`src/design/dwi_baseline_normalizer_core_defines.svh`:
```
// ----------------------------------------------------------------------------
// dwi baseline normaliser assertion macros
// concurrent check wrappers, empty when synthesising
// ----------------------------------------------------------------------------
`ifndef DWI_BASELINE_NORMALIZER_CORE_DEFINES_SVH
`define DWI_BASELINE_NORMALIZER_CORE_DEFINES_SVH

`ifndef SYNTHESIS
// same-cycle implication
`define DWBN_ASSERT_IMP(label, clk, rst, ante, cons) \
  label: assert property (@(posedge clk) disable iff (rst) (ante) |-> (cons)) \
    else $error("dwbn same-cycle check failed");
// next-cycle implication
`define DWBN_ASSERT_NEXT(label, clk, rst, ante, cons) \
  label: assert property (@(posedge clk) disable iff (rst) (ante) |=> (cons)) \
    else $error("dwbn next-cycle check failed");
`else
`define DWBN_ASSERT_IMP(label, clk, rst, ante, cons)
`define DWBN_ASSERT_NEXT(label, clk, rst, ante, cons)
`endif

`endif

```
`src/design/dwbn_pkg.sv`:
```
// ----------------------------------------------------------------------------
// dwbn_pkg
// shared constants and types of the dwi baseline normaliser
// ----------------------------------------------------------------------------
`timescale 1ns / 1ps

package dwbn_pkg;

  localparam int MAX_GRADIENTS_DEF = 64;
  localparam int SAMPLE_BITS_DEF   = 16;

  localparam int SAMPLE_PORT_W = 16;
  localparam int IN_TDATA_W    = 16;
  localparam int RATIO_W       = 20;
  localparam int FRAC_W        = 16;
  localparam int INT_W         = RATIO_W - FRAC_W;
  localparam int INDEX_W       = 6;
  localparam int OUT_TDATA_W   = 32;
  localparam int MAX_RESULTS   = 63;
  localparam int GCOUNT_W      = 7;
  localparam int MASK_W        = 64;
  localparam int CFG_ADDR_W    = 1;

  localparam logic [CFG_ADDR_W-1:0] REG_GRADIENT_COUNT = 1'b0;
  localparam logic [CFG_ADDR_W-1:0] REG_BASELINE_MASK  = 1'b1;

  localparam logic [GCOUNT_W-1:0] GCOUNT_RESET = 7'd64;
  localparam logic [MASK_W-1:0]   MASK_RESET   = 64'd1;

  // divider status towards the sequencer
  typedef struct packed {
    logic done;
    logic zero;
  } div_res_t;

endpackage

```
`src/design/dwi_baseline_normalizer_core.sv`:
```
// ----------------------------------------------------------------------------
// dwi_baseline_normalizer_core
// loading: one sample item per cycle; after the last sample each non-baseline
//   direction passes scan, read, multiply, check, 20 divide steps (none if the
//   sum is zero or the ratio saturates) and emit; each skipped baseline adds a scan
//   step; results are paced by the single one-bit-per-cycle divider and by m_tready
// reset: synchronous, count 64, mask 1, voxel restarts, store contents undefined
// ----------------------------------------------------------------------------
`timescale 1ns / 1ps
`include "dwi_baseline_normalizer_core_defines.svh"

module dwi_baseline_normalizer_core #(
  parameter int MAX_GRADIENTS = dwbn_pkg::MAX_GRADIENTS_DEF,
  parameter int SAMPLE_BITS   = dwbn_pkg::SAMPLE_BITS_DEF
) (
  input  logic                             clk,
  input  logic                             rst,
  // input items
  input  logic                             s_tvalid,
  output logic                             s_tready,
  input  logic [dwbn_pkg::IN_TDATA_W-1:0]  s_tdata,   // [15:0] sample
  // result items
  output logic                             m_tvalid,
  input  logic                             m_tready,
  output logic [dwbn_pkg::OUT_TDATA_W-1:0] m_tdata,   // [19:0] ratio, [25:20] out_index
  output logic                             m_tuser,   // [0] baseline_zero
  output logic                             m_tlast,   // last result of the voxel
  // configuration writes
  input  logic                             cfg_wr_en,
  input  logic [dwbn_pkg::CFG_ADDR_W-1:0]  cfg_addr,
  input  logic [dwbn_pkg::MASK_W-1:0]      cfg_wdata
);

  // stored sample width: the port carries at most 16 bits
  localparam int SW    = (SAMPLE_BITS < dwbn_pkg::SAMPLE_PORT_W) ?
                         SAMPLE_BITS : dwbn_pkg::SAMPLE_PORT_W;
  localparam int AW    = $clog2(MAX_GRADIENTS);
  localparam int CW    = $clog2(MAX_GRADIENTS + 1);
  localparam int SUM_W = SW + AW;

  typedef enum logic [4:0] {
    S_LOAD = 5'b00001,
    S_SCAN = 5'b00010,
    S_READ = 5'b00100,
    S_DIV  = 5'b01000,
    S_EMIT = 5'b10000
  } state_t;

  state_t state;

  // configuration
  logic [dwbn_pkg::GCOUNT_W-1:0] gcount;
  logic [dwbn_pkg::MASK_W-1:0]   bmask;
  logic [CW-1:0]                 count_eff;

  // voxel state
  logic [CW-1:0]                 pos;
  logic [SUM_W-1:0]              bsum;
  logic [CW-1:0]                 zcount;
  logic [AW-1:0]                 scan_idx;
  logic [dwbn_pkg::INDEX_W-1:0]  out_n;

  // sample store, one read port and one write port
  logic [SW-1:0]                 store [MAX_GRADIENTS];
  logic [SW-1:0]                 rdata;

  logic                          in_acc;
  logic                          out_free;
  logic [AW-1:0]                 waddr;
  logic [SW-1:0]                 sample_val;
  logic                          wbase;
  logic [dwbn_pkg::GCOUNT_W-1:0] tot_raw;
  logic [dwbn_pkg::INDEX_W-1:0]  total;

  dwbn_pkg::div_res_t            div_res;
  logic [dwbn_pkg::RATIO_W-1:0]  div_q;
  logic                          div_start;

  // clamp the configured count to 2..MAX_GRADIENTS
  always_comb begin
    if (gcount < dwbn_pkg::GCOUNT_W'(2)) begin
      count_eff = CW'(2);
    end else if (gcount > dwbn_pkg::GCOUNT_W'(MAX_GRADIENTS)) begin
      count_eff = CW'(MAX_GRADIENTS);
    end else begin
      count_eff = CW'(gcount);
    end
  end

  assign in_acc     = s_tvalid && s_tready;
  assign s_tready   = (state == S_LOAD);
  assign out_free   = !m_tvalid || m_tready;
  assign waddr      = pos[AW-1:0];
  assign sample_val = s_tdata[SW-1:0];
  assign wbase      = bmask[waddr];
  assign div_start  = (state == S_READ);

  // results per voxel: non-baseline directions, capped at 63
  assign tot_raw = dwbn_pkg::GCOUNT_W'(count_eff) - dwbn_pkg::GCOUNT_W'(zcount);
  assign total   = (tot_raw > dwbn_pkg::GCOUNT_W'(dwbn_pkg::MAX_RESULTS)) ?
                   dwbn_pkg::INDEX_W'(dwbn_pkg::MAX_RESULTS) :
                   dwbn_pkg::INDEX_W'(tot_raw);

  // store: written while loading, read continuously at the scan index
  always_ff @(posedge clk) begin
    if (in_acc) begin
      store[waddr] <= sample_val;
    end
    rdata <= store[scan_idx];
  end

  // configuration registers
  always_ff @(posedge clk) begin
    if (rst) begin
      gcount <= dwbn_pkg::GCOUNT_RESET;
      bmask  <= dwbn_pkg::MASK_RESET;
    end else if (cfg_wr_en) begin
      unique case (cfg_addr)
        dwbn_pkg::REG_GRADIENT_COUNT: gcount <= cfg_wdata[dwbn_pkg::GCOUNT_W-1:0];
        dwbn_pkg::REG_BASELINE_MASK:  bmask  <= cfg_wdata;
        default:                      bmask  <= bmask;
      endcase
    end
  end

  // voxel sequencer
  always_ff @(posedge clk) begin
    if (rst) begin
      state    <= S_LOAD;
      pos      <= '0;
      bsum     <= '0;
      zcount   <= '0;
      scan_idx <= '0;
      out_n    <= '0;
    end else if (cfg_wr_en) begin
      // any register write restarts the voxel
      state  <= S_LOAD;
      pos    <= '0;
      bsum   <= '0;
      zcount <= '0;
    end else begin
      unique case (state)
        S_LOAD: begin
          if (in_acc) begin
            if (wbase) begin
              bsum   <= bsum + SUM_W'(sample_val);
              zcount <= zcount + CW'(1);
            end
            if (pos + CW'(1) == count_eff) begin
              pos      <= '0;
              scan_idx <= '0;
              out_n    <= '0;
              state    <= S_SCAN;
            end else begin
              pos <= pos + CW'(1);
            end
          end
        end
        S_SCAN: begin
          if (out_n == total) begin
            // voxel complete
            bsum   <= '0;
            zcount <= '0;
            state  <= S_LOAD;
          end else if (bmask[scan_idx]) begin
            scan_idx <= scan_idx + AW'(1);
          end else begin
            state <= S_READ;
          end
        end
        S_READ: begin
          // store data for scan_idx is valid now, divider starts
          state <= S_DIV;
        end
        S_DIV: begin
          if (div_res.done) begin
            state <= S_EMIT;
          end
        end
        S_EMIT: begin
          if (out_free) begin
            out_n    <= out_n + dwbn_pkg::INDEX_W'(1);
            scan_idx <= scan_idx + AW'(1);
            state    <= S_SCAN;
          end
        end
        default: state <= S_LOAD;
      endcase
    end
  end

  // output register, frees the sequencer while a result waits
  always_ff @(posedge clk) begin
    if (rst) begin
      m_tvalid <= 1'b0;
    end else if (state == S_EMIT && out_free) begin
      m_tvalid <= 1'b1;
    end else if (m_tready) begin
      m_tvalid <= 1'b0;
    end
  end

  always_ff @(posedge clk) begin
    if (state == S_EMIT && out_free) begin
      m_tdata <= dwbn_pkg::OUT_TDATA_W'({out_n, div_q});
      m_tuser <= div_res.zero;
      m_tlast <= (out_n + dwbn_pkg::INDEX_W'(1) == total);
    end
  end

  dwbn_divider #(
    .SAMPLE_W (SW),
    .CNT_W    (CW),
    .SUM_W    (SUM_W)
  ) u_divider (
    .clk        (clk),
    .rst        (rst),
    .start      (div_start),
    .value      (rdata),
    .zero_count (zcount),
    .sum        (bsum),
    .res        (div_res),
    .quotient   (div_q)
  );

  // checks
  `DWBN_ASSERT_IMP(a_done_only_waiting, clk, rst, div_res.done, state == S_DIV)
  `DWBN_ASSERT_IMP(a_load_pos_in_range, clk, rst, state == S_LOAD, pos < count_eff)
  `DWBN_ASSERT_IMP(a_zc_le_pos, clk, rst, state == S_LOAD, zcount <= pos)
  `DWBN_ASSERT_NEXT(a_emit_fills_out, clk, rst, state == S_EMIT && out_free && !cfg_wr_en, m_tvalid)

endmodule

```
`src/design/dwbn_divider.sv`:
```
// ----------------------------------------------------------------------------
// dwbn_divider
// scale by baseline count, then radix-2 restoring divide by the baseline sum
// ----------------------------------------------------------------------------
`timescale 1ns / 1ps

module dwbn_divider #(
  parameter int SAMPLE_W = dwbn_pkg::SAMPLE_BITS_DEF,
  parameter int CNT_W    = 7,
  parameter int SUM_W    = 22
) (
  input  logic                         clk,
  input  logic                         rst,
  input  logic                         start,
  input  logic [SAMPLE_W-1:0]          value,
  input  logic [CNT_W-1:0]             zero_count,
  input  logic [SUM_W-1:0]             sum,
  output dwbn_pkg::div_res_t           res,
  output logic [dwbn_pkg::RATIO_W-1:0] quotient
);

  localparam int PROD_W = SAMPLE_W + CNT_W;
  localparam int CMP_W  = (PROD_W > SUM_W + dwbn_pkg::INT_W) ?
                          PROD_W : SUM_W + dwbn_pkg::INT_W;
  localparam int STEP_W = $clog2(dwbn_pkg::RATIO_W + 1);

  typedef enum logic [2:0] {
    D_IDLE  = 3'b001,
    D_CHECK = 3'b010,
    D_RUN   = 3'b100
  } dstate_t;

  dstate_t                     dstate;
  logic [PROD_W-1:0]           prod;
  logic [SUM_W-1:0]            rem;
  logic [dwbn_pkg::RATIO_W-1:0] low;
  logic [STEP_W-1:0]           steps;
  logic                        done;
  logic                        zero;

  logic [CMP_W-1:0] prod_x;
  logic [CMP_W-1:0] limit_x;
  logic [SUM_W:0]   trial;
  logic [SUM_W:0]   diff;
  logic             fits;

  assign prod_x  = CMP_W'(prod);
  assign limit_x = CMP_W'(sum) << dwbn_pkg::INT_W;
  assign trial   = {rem, low[dwbn_pkg::RATIO_W-1]};
  assign fits    = trial >= {1'b0, sum};
  assign diff    = trial - {1'b0, sum};

  always_ff @(posedge clk) begin
    if (rst) begin
      dstate <= D_IDLE;
      done   <= 1'b0;
    end else begin
      unique case (dstate)
        D_IDLE: begin
          done <= 1'b0;
          if (start) begin
            prod   <= PROD_W'(value) * PROD_W'(zero_count);
            dstate <= D_CHECK;
          end
        end
        D_CHECK: begin
          if (sum == '0) begin
            // no baseline signal: flag and force zero
            quotient <= '0;
            zero     <= 1'b1;
            done     <= 1'b1;
            dstate   <= D_IDLE;
          end else if (prod_x >= limit_x) begin
            // quotient would not fit in q4.16
            quotient <= '1;
            zero     <= 1'b0;
            done     <= 1'b1;
            dstate   <= D_IDLE;
          end else begin
            rem    <= SUM_W'(prod_x >> dwbn_pkg::INT_W);
            low    <= {prod[dwbn_pkg::INT_W-1:0], dwbn_pkg::FRAC_W'(0)};
            steps  <= STEP_W'(dwbn_pkg::RATIO_W);
            zero   <= 1'b0;
            done   <= 1'b0;
            dstate <= D_RUN;
          end
        end
        D_RUN: begin
          rem      <= fits ? SUM_W'(diff) : SUM_W'(trial);
          low      <= low << 1;
          quotient <= {quotient[dwbn_pkg::RATIO_W-2:0], fits};
          steps    <= steps - STEP_W'(1);
          done     <= (steps == STEP_W'(1));
          if (steps == STEP_W'(1)) begin
            dstate <= D_IDLE;
          end
        end
        default: begin
          done   <= 1'b0;
          dstate <= D_IDLE;
        end
      endcase
    end
  end

  assign res.done = done;
  assign res.zero = zero;

endmodule

```
`config.mk`:
```
export PLATFORM = sky130hd
export DESIGN_NAME = dwi_baseline_normalizer_core
export DESIGN_NICKNAME = d
export VERILOG_FILES = /design/src/design/dwbn_pkg.sv /design/src/design/dwi_baseline_normalizer_core.sv /design/src/design/dwbn_divider.sv
export VERILOG_INCLUDE_DIRS = /design/src /design/src/design
export SDC_FILE = /design/constraint.sdc
export NUM_CORES = 2
export LEC_CHECK = 0
export BUFFER_PORTS_ARGS = -buffer_cell sky130_fd_sc_hd__buf_2
export CORE_MARGIN = 1
export CORE_UTILIZATION = 41
export DETAILED_ROUTE_END_ITERATION = 6
export PLACE_DENSITY = 0.59
export SYNTH_ARGS = -nofsm -noshare
export SYNTH_HDL_FRONTEND = slang
export SYNTH_SLANG_ARGS = --single-unit
```
`constraint.sdc`:
```
create_clock -name clk -period 15.4 [get_ports clk]
set_input_delay 2.31 -clock clk [delete_from_list [all_inputs] [get_ports clk]]
set_output_delay 2.31 -clock clk [all_outputs]
set_load 0.01 [all_outputs]
```
Word level (Yosys, flattened, before mapping)
Memories as Yosys holds them, arrays and structs flattened. A register that Yosys moved wholly into a read port is not among the register bits.
Index checks and enable logic that the tools add are counted.
Cells by class
  order comparisons: 7
  eq/ne operators: 26
  bitwise gates (word level): 3
  reductions and logical operators: 23
  $add $sub $neg: 8
  multiplexer cells: 57
  multiply operators: 1
Operators with widths (number)
  2-to-1 mux 22 bit: 6
  case mux 22 bit (2 select lines): 2
  2-to-1 mux 20 bit: 4
  case mux 20 bit (2 select lines): 2
  2-to-1 mux 6 bit: 7
  2-to-1 mux 7 bit: 6
  2-to-1 mux 5 bit: 8
  >= comparator 23 x 26 -> 1 bit: 1
  case mux 5 bit (5 select lines): 1
  >= comparator 23 x 22 -> 1 bit: 1
  multiplier 16 x 7 -> 23 bit: 1
  adder 22 x 16 -> 22 bit: 1
  logical NOT 22 bit: 1
  subtractor 22 bit: 1
  case mux 6 bit (3 select lines): 1
  adder 7 x 1 -> 7 bit, second input constant: 2
  less-than comparator 6 x 7 -> 1 bit, second input constant: 2
  != test 2 bit, second input constant: 7
  case mux 7 bit (2 select lines): 1
  adder 6 x 1 -> 6 bit, second input constant: 2
  binary-select mux 1 bit (select 6 bit): 2
  equality test 6 bit: 2
  2-to-1 mux 3 bit: 4
  case mux 6 bit (2 select lines): 1
  33 further kinds: 59
Word-level totals
  memories kept: 1
  output and inout port bits: 36
  logic and storage cells: 146
  memory bits (writable): 1024
  register bits after elaboration: 248
  bits of input ports: 86
Memories
  store: words 64, width 16, rd ports 1, clocked after memory_dff 1, write ports 1, line dwi_baseline_normalizer_core.sv:64  | logic [SW-1:0] store [MAX_GRADIENTS];

Longest topological paths before layout
  word-level depth: 9
  gate-level depth with buffers: 20

By module
From an unflattened synthesis, not the netlist that was laid out.
Second synthesis, totals
  cell total of the unflattened synthesis: 3399
  area total of the unflattened synthesis: 56441.6 um^2
Modules (own cells, without submodules)
  dwi_baseline_normalizer_core: instances 1, sequential area each 34413.0 um^2, area each 48022.3 um^2, cells an instance 2524
  dwbn_divider: instances 1, sequential area each 2332.2 um^2, area each 8419.3 um^2, cells an instance 875

Worst setup path before layout
Ideal clock, no wire load.
  kind: input -> register
  from: input port rst
  to: register u_divider.low[16] (netlist bit), enable pin
  path slack: 10.081 ns
  stages: 3
  data required time: 14.942 ns
  data arrival time: 4.861 ns
  cell sequence: clkbuf_1 clkbuf_1 nor3_1
Between the ends
  longest elaborated chain between the ends: 2
Ends and longest elaborated chain
  start: declaration: line dwi_baseline_normalizer_core.sv:17  | input logic rst,
  NOT 1 bit (no line)
  AND reduction 4 bit (no line)
  end signal: assignment: line dwbn_divider.sv:81  | low <= {prod[dwbn_pkg::INT_W-1:0], dwbn_pkg::FRAC_W'(0)};
  end signal: assignment: line dwbn_divider.sv:90  | low <= low << 1;
  end: declaration: line dwbn_divider.sv:36  | logic [dwbn_pkg::RATIO_W-1:0] low;
Every way passes these cells.
A chain may end at the register's enable or synchronous reset.

Worst setup path after layout
  from: register zcount[1]
  to: register u_divider.prod[22], data pin
Between the ends
  longest elaborated chain between the ends: 1
Ends and longest elaborated chain
  start: declaration: line dwi_baseline_normalizer_core.sv:59  | logic [CW-1:0] zcount;
  start signal: assignment: line dwi_baseline_normalizer_core.sv:147  | zcount <= zcount + CW'(1);
  multiplier 16 x 7 -> 23 bit: line dwbn_divider.sv:62  | prod <= PROD_W'(value) * PROD_W'(zero_count);
  end signal: assignment: line dwbn_divider.sv:62
  end: declaration: line dwbn_divider.sv:34  | logic [PROD_W-1:0] prod;
Every way passes these cells.

==> metrics.md <==
| Metric | Value |
|---|---|
| Status | `finished clean` |
| # hold bufs at CTS | `0` |
| Synthesized instance count | `3387` |
| Post-layout util | `0.4685` |
| # setup viols final | `0` |
| Setup TNS | `0 ns` |
| Skew final | `0.02156 ns` |
| Synth cell types | `92` |
| Largest net degree at the start of global routing | `130` |
| DIE HEIGHT | `372.0 um` |
| Cell mode on critical path | `fa_1` |
| Arrival time of the worst setup path | `6.11 ns` |
| Slew HR | `0.09914` |
| Tmin final | `5.613 ns` |
| PnR worst setup slack | `9.787 ns` |
| RSZ-0062 raised after global routing | `false` |
| First drt pass iteration count | `5` |
| Clock Latency Late Sink | `0.75 ns` |
| Share of layout cells above drive strength 1 | `0.2293` |
| DRC errors left | `0` |
| Post-synthesis async set-or-reset flop share | `0` |
| Highest cell delay on the worst timing path | `0.87 ns` |
| Critical Path Sink Type | `register` |
| Cell Pwr Density | `115.0 nW/um2` |
| Met1 wire length | `64.44 mm` |
| Worst-Margin Slew | `1.350 ns` |
| Worst-path clk slew | `0.06 ns` |
| Hold WC Path Type | `reg2reg` |
| WL met2 | `65.41 mm` |
| Initial antenna violation count | `6` |
| Uppermost layer routed | `met4` |
| Max IR drop VDD | `0.0001021 V` |
| Clk buf depth | `3` |
| Post-DP HPWL | `89.84 mm` |
| Total track usage | `0.2092` |
| Slew Limit Fails | `0` |
| Number of global-route vias before repair | `31210` |
| Clk root buf | `clkbuf_16` |
| Grt total ovfl | `0` |
| Layout area overhead | `13.20%` |
| CP Cell Sequence | `nand2_1, fa_1, fa_1, inv_1, fa_1, fa_1, ha_1, and3_1, a22oi_1, a211oi_1, or3_1, a2bb2oi_1, a221oi_1, o21bai_1, a21oi_1, xnor2_1` |
| Post-CTS sizing | `0` |
| DR WL/cell | `26.16 um` |
| Met3 wire length | `10.77 mm` |
| Max frequency | `178.1 MHz` |
| CORE AREA | `135600 um2` |
| Syn Std Cell Area | `56130 um2` |
| CTS Buf Count | `137` |
| # rows | `135` |
| Yosys reg bits | `1272` |
| Ports | `122` |
| Final #Nets | `3842` |
| Setup crit start kind | `register` |
| CTS tree | `built` |
| # port buffers | `115` |
| Post-synth EDFFs | `1127` |
| Vias per cell | `5.708` |
| Max cap viols | `0` |
| Post-route ant nets | `0` |
| # H-tree levels | `4` |
| Die area | `138400 um2` |
| Pwr Total | `0.007310 W` |
| Req. time, crit path | `15.89 ns` |
| Global-route wire length before repair | `211.4 mm` |
| Dominant synthesized flop cell | `edfxtp_1` |
| CP max-delay cell | `dfxtp_1` |
| WL final | `143.0 mm` |
| Vias | `31220` |
| Die W | `372.0 um` |
| Leakage power total | `20.79 nW` |
| CP max FO | `21` |
| TritonCTS Sinks | `1272` |
| Crit Path Category | `reg2reg` |
| Sequential-to-total area share from yosys stat | `0.6546` |
| Synth Warn # | `0` |
| GPL Wtd Cong | `0.8372` |
| DR iter-0 viols | `3215` |
| Avg Cell Area, Syn | `16.57 um2` |
| Pre-CTS WS | `9.779 ns` |
| Fin crit share | `0.3645` |
| Starting Density | `0.4138` |
| Final hold violations | `0` |
| Post-CTS setup buffers | `0` |
| Min Hold Slack | `0.4190 ns` |
-- layout by cell type, fill, tap and decap left out, drive strengths merged, types with 10 or more instances in the layout --
cell,instances
o21ai,74
mux2i,60
nor4,16
bufinv,12
nand2,314
clkbuf,179
nand2b,14
a21oi,151
fa,72
o22ai,10
a31oi,12
inv,123
nand3,37
or2,10
ha,110
nand4,19
mux4,351
nor2b,31
xnor2,46
a21o,25
and2,43
clkinv,48
dfxtp,145
o21a,42
or3,11
nor3,34
buf,221
and3,18
nor2,154
xor2,23
edfxtp,1127
-- Yosys cell counts (14+ instances only) --
master,instances,area [um2]
xnor2_1,46,402.9
mux4_2,351,7905
and3_1,18,112.6
nand2b_1,14,87.58
nor4_1,16,100.1
nand3_1,36,180.2
nor2_1,153,574.3
buf_4,25,187.7
nand2_1,313,1175
nor2b_1,30,187.7
a21oi_1,151,755.7
nand4_1,19,118.9
edfxtp_1,1127,33840
fa_1,72,1441
buf_2,27,135.1
nor3_1,34,170.2
dfxtp_1,145,2903
xor2_1,22,192.7
clkbuf_1,110,412.9
ha_1,110,1376
o21a_1,42,315.3
inv_1,116,435.4
and2_1,43,269.0
o21ai_0,71,355.3
a21o_1,25,187.7
mux2i_1,60,600.6
-- state kept, by name, indices dropped and copies added (netlist names), 16 cells and up --
signal	count
rdata	16
bsum	22
u_divider.rem	22
u_divider.quotient	20
u_divider.prod	23
bmask	64
m_tdata	26
store	1024
-- kinds of logic (layout without fill, tap and decap cells) --
logic type | count (synthesis) | after routing | synth area share
compound gates | 413 | 413 | 0.04697
xor+xnor | 70 | 70 | 0.01130
fa+ha+maj | 182 | 182 | 0.05020
buf+inv | 296 | 589 | 0.02247
flops | 1272 | 1272 | 0.6546
mux | 416 | 416 | 0.1525
other cells | 1 | 9 | 0.00006681
simple gates | 737 | 737 | 0.06183
-- where the power goes --
group	leakage (nW)	switching (W)	internal, W
clock network	2.17	0.00135	0.00193
registers	11.3	0.0000250	0.00377
logic	7.28	0.000156	0.0000787
total	20.8	0.00153	0.00578
-- per-stage QoR --
step / instance area, um2 / instances
floorplan: 56150 / 3392
global placement: 59070 / 5216
detailed placement: 59070 / 5216
CTS: 63530 / 5466
global route: 63530 / 5466
finish: 63540 / 5469
-- layout make-up --
| class | instances | area [um2] |
|---|---|---|
| Antenna cell | 3 | 7.507 |
| Clock buffer | 179 | 3776 |
| Clock inverter | 71 | 691.9 |
| Fill cell | 11520 | 72090 |
| Inverter | 118 | 442.9 |
| Multi-Input combinational cell | 1824 | 18250 |
| Sequential cell | 1272 | 36760 |
| Tap cell | 1781 | 2228 |
| Timing Repair Buffer | 221 | 1384 |
-- worst max-delay path: cells and delay by family (launching register included) --
family,cells,cell delay (ns)
compound gates,6,1.26
xor+xnor,1,0.08
fa+ha+maj,5,2.33
buf+inv,1,0.05
flops,1,0.87
simple gates,3,0.75
-- worst paths after layout --
kind	start	end	slack, ns	cells past startpoint
worst max-delay path	zcount[1]	u_divider.prod[22]	9.79	16
worst min-delay path	u_divider.quotient[19]	m_tdata[19]	0.42	0
worst max register to register	zcount[1]	u_divider.prod[22]	9.79	16
worst min register to register	u_divider.quotient[19]	m_tdata[19]	0.42	0
-- per-layer routing --
layer / vias up / global-route usage
met5: - / 0
met4: 0 / 0.05320
met3: 150 / 0.03926
met2: 1179 / 0.3202
met1: 16280 / 0.3073
li1: 13610 / -
Note: power is estimated with default switching activity, not from simulation.
